### config.mk
export PLATFORM = sky130hd
export DESIGN_NAME = multichannel_pseudocolor_compositor
export DESIGN_NICKNAME = d
export VERILOG_FILES = /design/src/rtl/mpc_pkg.sv /design/src/rtl/mpc_lane.sv /design/src/rtl/mpc_merge.sv /design/src/rtl/multichannel_pseudocolor_compositor.sv
export SDC_FILE = /design/constraint.sdc
export NUM_CORES = 2
export LEC_CHECK = 0
export ABC_AREA = 0
export BUFFER_PORTS_ARGS = -buffer_cell sky130_fd_sc_hd__buf_4
export CORE_MARGIN = 1
export CORE_UTILIZATION = 51
export CTS_CLUSTER_DIAMETER = 50
export DETAILED_ROUTE_END_ITERATION = 6
export PLACE_DENSITY = 0.67
export SLEW_MARGIN = 20
export SYNTH_ARGS = -nofsm -noshare
export SYNTH_HDL_FRONTEND = slang
export SYNTH_SLANG_ARGS = --single-unit
export TNS_END_PERCENT = 20
### constraint.sdc
create_clock -name clk -period 21.8 [get_ports clk]
set_input_delay 6.54 -clock clk [delete_from_list [all_inputs] [get_ports clk]]
set_output_delay 6.54 -clock clk [all_outputs]
set_load 0.05 [all_outputs]
### src/rtl/mpc_pkg.sv
// shared types, constants and helpers of the pseudocolor compositor
package mpc_pkg;

  localparam int SAMPLE_W    = 8;
  localparam int COMP_W      = 8;
  localparam int RGB_W       = 24;
  localparam int PROD_W      = SAMPLE_W + COMP_W;
  localparam int HW_CHANNELS = 4;
  localparam int CFG_IDX_W   = 3;
  localparam int MASK_W      = HW_CHANNELS;

  typedef logic [SAMPLE_W-1:0] sample_t;
  typedef logic [COMP_W-1:0]   comp_t;
  typedef logic [RGB_W-1:0]    rgb_t;
  typedef logic [PROD_W-1:0]   prod_t;

  // register indexes on the configuration channel
  localparam logic [CFG_IDX_W-1:0] REG_COLOR_CH0    = 3'd0;
  localparam logic [CFG_IDX_W-1:0] REG_COLOR_CH1    = 3'd1;
  localparam logic [CFG_IDX_W-1:0] REG_COLOR_CH2    = 3'd2;
  localparam logic [CFG_IDX_W-1:0] REG_COLOR_CH3    = 3'd3;
  localparam logic [CFG_IDX_W-1:0] REG_VISIBLE_MASK = 3'd4;

  localparam rgb_t                COLOR_CH0_RST = 24'hff0000;
  localparam rgb_t                COLOR_CH1_RST = 24'h00ff00;
  localparam rgb_t                COLOR_CH2_RST = 24'hff0000;
  localparam rgb_t                COLOR_CH3_RST = 24'h00ff00;
  localparam logic [MASK_W-1:0]   VISIBLE_RST   = 4'hf;

  // per-stage advance enables of the pipeline
  typedef struct packed {
    logic en_mul;
    logic en_div;
    logic en_out;
  } stage_en_t;

  // floor(p / 255), exact for p up to 255*255
  function automatic comp_t div255(input prod_t p);
    logic [PROD_W:0] t;
    t = {1'b0, p} + {{(SAMPLE_W+1){1'b0}}, p[PROD_W-1:COMP_W]} + {{PROD_W{1'b0}}, 1'b1};
    return t[PROD_W-1:COMP_W];
  endfunction

endpackage

### src/rtl/mpc_lane.sv
// one channel lane: scales the channel color by its sample
module mpc_lane (
  input  logic               clk,
  input  mpc_pkg::stage_en_t ctrl,
  input  mpc_pkg::sample_t   sample,
  input  mpc_pkg::rgb_t      color,
  input  logic               visible,
  output mpc_pkg::rgb_t      scaled
);

  mpc_pkg::prod_t prod_r [3];
  mpc_pkg::rgb_t  scaled_r;

  // component k sits at bits 8k+7..8k, blue is k = 0
  always_ff @(posedge clk) begin
    if (ctrl.en_mul) begin
      for (int k = 0; k < 3; k++) begin
        prod_r[k] <= visible ?
          mpc_pkg::prod_t'(sample) * mpc_pkg::prod_t'(color[k*mpc_pkg::COMP_W +: mpc_pkg::COMP_W])
          : '0;
      end
    end
  end

  always_ff @(posedge clk) begin
    if (ctrl.en_div) begin
      for (int k = 0; k < 3; k++) begin
        scaled_r[k*mpc_pkg::COMP_W +: mpc_pkg::COMP_W] <= mpc_pkg::div255(prod_r[k]);
      end
    end
  end

  assign scaled = scaled_r;

endmodule

### src/rtl/mpc_merge.sv
// merging stage: per-component maximum over the lanes, registered
module mpc_merge #(
  parameter int LANES = 4
) (
  input  logic               clk,
  input  mpc_pkg::stage_en_t ctrl,
  input  mpc_pkg::rgb_t      lane_rgb [LANES],
  output mpc_pkg::rgb_t      pixel
);

  mpc_pkg::rgb_t merged;
  mpc_pkg::rgb_t pixel_r;

  // hidden lanes read as black; with disjoint colors at most one lane is
  // nonzero per component, so the maximum equals the sum
  always_comb begin
    mpc_pkg::comp_t best;
    mpc_pkg::comp_t cur;
    merged = '0;
    for (int k = 0; k < 3; k++) begin
      best = '0;
      for (int l = 0; l < LANES; l++) begin
        cur = lane_rgb[l][k*mpc_pkg::COMP_W +: mpc_pkg::COMP_W];
        if (cur > best) begin
          best = cur;
        end
      end
      merged[k*mpc_pkg::COMP_W +: mpc_pkg::COMP_W] = best;
    end
  end

  always_ff @(posedge clk) begin
    if (ctrl.en_out) begin
      pixel_r <= merged;
    end
  end

  assign pixel = pixel_r;

endmodule

### src/rtl/multichannel_pseudocolor_compositor.sv
// Pipeline: an accepted in_ beat passes the multiply, divide and merge stages to out_tvalid,
// the three registered stages of the per-channel lanes and merge unit.
// Throughput: one pixel beat per cycle while out_tready is high; each stage has its
// own valid and advances whenever the stage after it is empty or moving, so bubbles collapse.
// Reset: rst_n synchronous active low clears stage valids and loads the
// color and visibility registers with their defaults; no clearing pass.
module multichannel_pseudocolor_compositor #(
  parameter int CHANNELS = 4
) (
  input  logic                            clk,
  input  logic                            rst_n,
  // slave stream
  input  logic                            in_tvalid,
  output logic                            in_tready,
  input  logic [31:0]                     in_tdata,   // sample_0, sample_1, sample_2, sample_3
  // master stream
  output logic                            out_tvalid,
  input  logic                            out_tready,
  output logic [23:0]                     out_tdata,  // pixel_rgb
  // configuration writes
  input  logic                            cfg_valid,
  output logic                            cfg_ready,
  input  logic [mpc_pkg::CFG_IDX_W-1:0]   cfg_index,
  input  logic [23:0]                     cfg_data
);

  localparam int LANES = (CHANNELS < mpc_pkg::HW_CHANNELS) ? CHANNELS : mpc_pkg::HW_CHANNELS;

  mpc_pkg::rgb_t             color_r [mpc_pkg::HW_CHANNELS];
  logic [mpc_pkg::MASK_W-1:0] visible_r;

  logic v_mul_r, v_div_r, v_out_r;
  mpc_pkg::stage_en_t ctrl;
  logic in_fire;

  mpc_pkg::rgb_t lane_rgb [LANES];
  mpc_pkg::rgb_t pixel;

  assign cfg_ready = rst_n;

  always_ff @(posedge clk) begin
    if (!rst_n) begin
      color_r[0] <= mpc_pkg::COLOR_CH0_RST;
      color_r[1] <= mpc_pkg::COLOR_CH1_RST;
      color_r[2] <= mpc_pkg::COLOR_CH2_RST;
      color_r[3] <= mpc_pkg::COLOR_CH3_RST;
      visible_r  <= mpc_pkg::VISIBLE_RST;
    end else if (cfg_valid) begin
      case (cfg_index)
        mpc_pkg::REG_COLOR_CH0:    color_r[0] <= cfg_data;
        mpc_pkg::REG_COLOR_CH1:    color_r[1] <= cfg_data;
        mpc_pkg::REG_COLOR_CH2:    color_r[2] <= cfg_data;
        mpc_pkg::REG_COLOR_CH3:    color_r[3] <= cfg_data;
        mpc_pkg::REG_VISIBLE_MASK: visible_r  <= cfg_data[mpc_pkg::MASK_W-1:0];
        default: ;
      endcase
    end
  end

  always_comb begin
    ctrl.en_out = !v_out_r || out_tready;
    ctrl.en_div = !v_div_r || ctrl.en_out;
    ctrl.en_mul = !v_mul_r || ctrl.en_div;
  end

  assign in_tready = ctrl.en_mul && rst_n;
  assign in_fire   = in_tvalid && in_tready;

  always_ff @(posedge clk) begin
    if (!rst_n) begin
      v_mul_r <= 1'b0;
      v_div_r <= 1'b0;
      v_out_r <= 1'b0;
    end else begin
      if (ctrl.en_mul) begin
        v_mul_r <= in_fire;
      end
      if (ctrl.en_div) begin
        v_div_r <= v_mul_r;
      end
      if (ctrl.en_out) begin
        v_out_r <= v_div_r;
      end
    end
  end

  for (genvar g = 0; g < LANES; g++) begin : g_lane
    mpc_lane u_lane (
      .clk     (clk),
      .ctrl    (ctrl),
      .sample  (in_tdata[g*mpc_pkg::SAMPLE_W +: mpc_pkg::SAMPLE_W]),
      .color   (color_r[g]),
      .visible (visible_r[g]),
      .scaled  (lane_rgb[g])
    );
  end

  mpc_merge #(
    .LANES (LANES)
  ) u_merge (
    .clk      (clk),
    .ctrl     (ctrl),
    .lane_rgb (lane_rgb),
    .pixel    (pixel)
  );

  assign out_tvalid = v_out_r;
  assign out_tdata  = pixel;

endmodule
==> flow_summary.toml <==
[outcome]
outcome = "complete, no violations"

[floorplan]
io_pins = 91
die_y_um = 298
rows = 108
core_um2 = 86900
initial_core_util_pct = 51.5
die_w_um = 298
die_area_um2 = 89000

[synthesis]
syn-num-nets = 5503
ys_ff_latch = 415
avgSynthCellArea_um2 = 10.1
ys.warnings.count = 0
syn-cell-area_um2 = 44800
post_synth_num_cell_types = 72
async_flop_share_pct = 0
synth_enable_flop_cells = 408
syn_inst = 4419
synth_ff_type = "edfxtp_1"
seq_area_frac_synth_pct = 27.7

[worst_setup_path]
crit_chain = "buf_4 > nor2b_1 > nand3_4 > and2_1 > buf_4"
worstSetupEndpointType = "output pin"
crit_family = "simple AND/OR/NAND/NOR gates"
cp_max_fo = 5
critical_path_required_ps = 15260
rr_worst_depth = 19
r2r-start = "g_lane[1].u_lane.scaled[7]"
timing.rr.end = "u_merge.pixel[0]"
rrSetupSlack_ps = 15970
critical-path-slowest-cell = "nor2b_1"
slowest_delay_ps = 580
cpMostUsedCell = "buf_4"
critPathBufInv = 2
arrival_ps = 7840
worst_setup_path_start_kind = "primary input"
path_class = "primary input to output pin"

[flow_run]
maxCapViolCount = 0

[power_and_ir_drop]
p_total_mw = 6.65
p_leak_nw = 23.0
vdd_drop_max_mv = 0.203
powerDensity_nw_per_um2 = 136

[placement]
place_hpwl_um = 77800
postPlaceCellArea_um2 = 46600
gp_congestion = 0.871
placed_cells = 5567
pre_cts_slack_ps = 7380
io_buffers = 90

[sta]
maxSlewViolCount = 0
worst-slew-pin-transition_ps = 1100
period_minus_slack_ps = 14380
finalHoldViolCount = 0
skew_ps = 23.5
timing.fmax_mhz = 69.5
rsz0062_at_grt = "no"
setup_viol = 0
setup_ws_ps = 7420
min_period_over_period_pct = 66.0
setup_tns_ps = 0
hold_slack_ps = 587
slew_headroom_pct = 26.4

[final_layout]
syn2layout_area_growth_pct = 8.96
instances_no_fill = 5697
drive_above_1_share_pct = 6.87
fin_util_pct = 56.2
stdcell_area_um2 = 48800
nets = 5564

[min_path]
hold_class = "flip-flop to flip-flop"
hold_start = "v_mul_r"
min_to = "v_div_r"
whs_path_depth = 2

[grt]
grt_pass1_vias = 32000
grt_overflow_total = 0
grt_first_pass_wirelength_um = 170000
track_usage_pct = 24.1
antenna_found_initial = 8
grt_max_degree = 82

[detailed_routing]
first_iter_violations = 1874
wl_per_cell_um = 18.2
avgViaCountPerCell = 5.49
drc = 0
wirelength_um = 104000
dr_total_vias = 31300
drt-pass1-iter-count = 7
drtAntennaViolNets = 0

[clocking]
cts_tree = "done"
h-tree-depth = 3
clkLatencyLatePin_ps = 610
cts_sinks = 415
cts_root_buffer = "clkbuf_16"
post_cts_buffers = 0
clock_path_buffers = 3
cts_resized = 0
path_clk_slew_ps = 60
cts-hold-fix-buffers = 0
numCtsBuffers = 66
==> final cells by class <==
cell class	instances	area, um^2
antenna	12	30.0
clock buffer	72	1720
clock inverter	46	454
fill	7498	38100
inverter	629	2360
multi-input combinational	3264	29600
sequential	415	12400
tap	1155	1450
timing repair buffer	104	781
==> worst max path at each step <==
stage                from        end  slack (ps)  cells after the start
3_5_place_dp   out_tready  in_tready        7380                      5
6_report       out_tready  in_tready        7420                      5
4_1_cts        out_tready  in_tready        7370                      5
2_1_floorplan  out_tready  in_tready        2160                      3
5_1_grt        out_tready  in_tready        7360                      5
3_3_place_gp   out_tready  in_tready        7390                      5
==> layer usage <==
layer  global-route usage [%]  up-vias  wire length, um
met4                     8.58        0             3820
met5                        0        -                0
li1                         -    14900                -
met3                     3.24      153             5770
met1                     32.8    15600            45900
met2                     39.6      670            48300
==> flip-flops by register name, indices dropped and copies added (netlist names) <==
register / count
color_r: 96
g_lane.u_lane.prod_r: 192
g_lane.u_lane.scaled: 96
out_tvalid: 1
u_merge.pixel: 24
v_div_r: 1
v_mul_r: 1
visible_r: 4
==> cells in the mapped netlist, types with 9 or more instances <==
| library cell | count | area, um^2 |
|---|---|---|
| inv_1 | 628 | 2360 |
| ha_1 | 588 | 7360 |
| and2_1 | 549 | 3430 |
| nand2_1 | 436 | 1640 |
| fa_1 | 432 | 8650 |
| edfxtp_1 | 408 | 12300 |
| nor2_1 | 190 | 713 |
| a21oi_1 | 129 | 646 |
| clkbuf_1 | 99 | 372 |
| xnor2_1 | 98 | 858 |
| o21ai_0 | 71 | 355 |
| nand3_1 | 67 | 335 |
| xor2_1 | 64 | 561 |
| nor3_1 | 60 | 300 |
| o21a_1 | 54 | 405 |
| mux2i_1 | 50 | 500 |
| or3_1 | 48 | 300 |
| nor2b_1 | 43 | 269 |
| nand4_1 | 37 | 231 |
| a21o_1 | 31 | 233 |
| and3_1 | 27 | 169 |
| nand2b_1 | 27 | 169 |
| mux2_2 | 22 | 248 |
| a211oi_1 | 18 | 135 |
| o21ai_1 | 18 | 90.1 |
| o211ai_1 | 17 | 128 |
| a221oi_1 | 14 | 123 |
| nor3b_1 | 14 | 105 |
| a211o_1 | 12 | 105 |
| or2_2 | 12 | 75.1 |
| a221oi_2 | 10 | 150 |
| o31ai_2 | 10 | 125 |
| o2111ai_1 | 9 | 78.8 |
| o31ai_1 | 9 | 67.6 |
==> report_power, final <==
group / switching, mW / total [mW] / internal [mW]
clock: 0.420 / 1.04 / 0.622
combinational: 2.27 / 3.98 / 1.71
sequential: 0.252 / 1.62 / 1.37
==> layout by cell type, fill, tap and decap left out, types with 69 or more instances in the layout <==
master      n
xnor2_1    98
and2_1    549
fa_1      432
nand2_1   435
nor2_1    189
ha_1      588
o21ai_0    69
buf_4     104
inv_1     628
a21oi_1   129
edfxtp_1  408
==> worst reg2reg max path, cell delays in order, from the launching register on <==
cell,delay (ps)
edfxtp_1,390
ha_1,330
nand2_1,60
o21ai_1,180
mux2i_1,140
a21oi_4,340
mux2i_1,540
ha_1,260
a21oi_1,70
o21ai_1,190
mux2i_1,140
a21oi_4,320
mux2_2,390
ha_1,290
nor2b_1,140
o21a_1,160
o21ai_0,180
a21o_1,320
nor2b_1,800
a221oi_2,270
==> cells by family (layout without fill, tap and decap cells) <==
logic type	count (synthesis)	in the layout	share of synthesized area, %
DFF	415	415	27.7
adders and majority gates	1020	1020	35.7
AOI/OAI and AO/OA	470	470	7.52
and+or+nand+nor	1538	1538	17.8
muxes	74	74	1.73
buffers and inverters	740	851	6.33
xor gates and xnor gates	162	162	3.17
other	0	12	0
No activity file was read; power rests on OpenSTA's default activity.
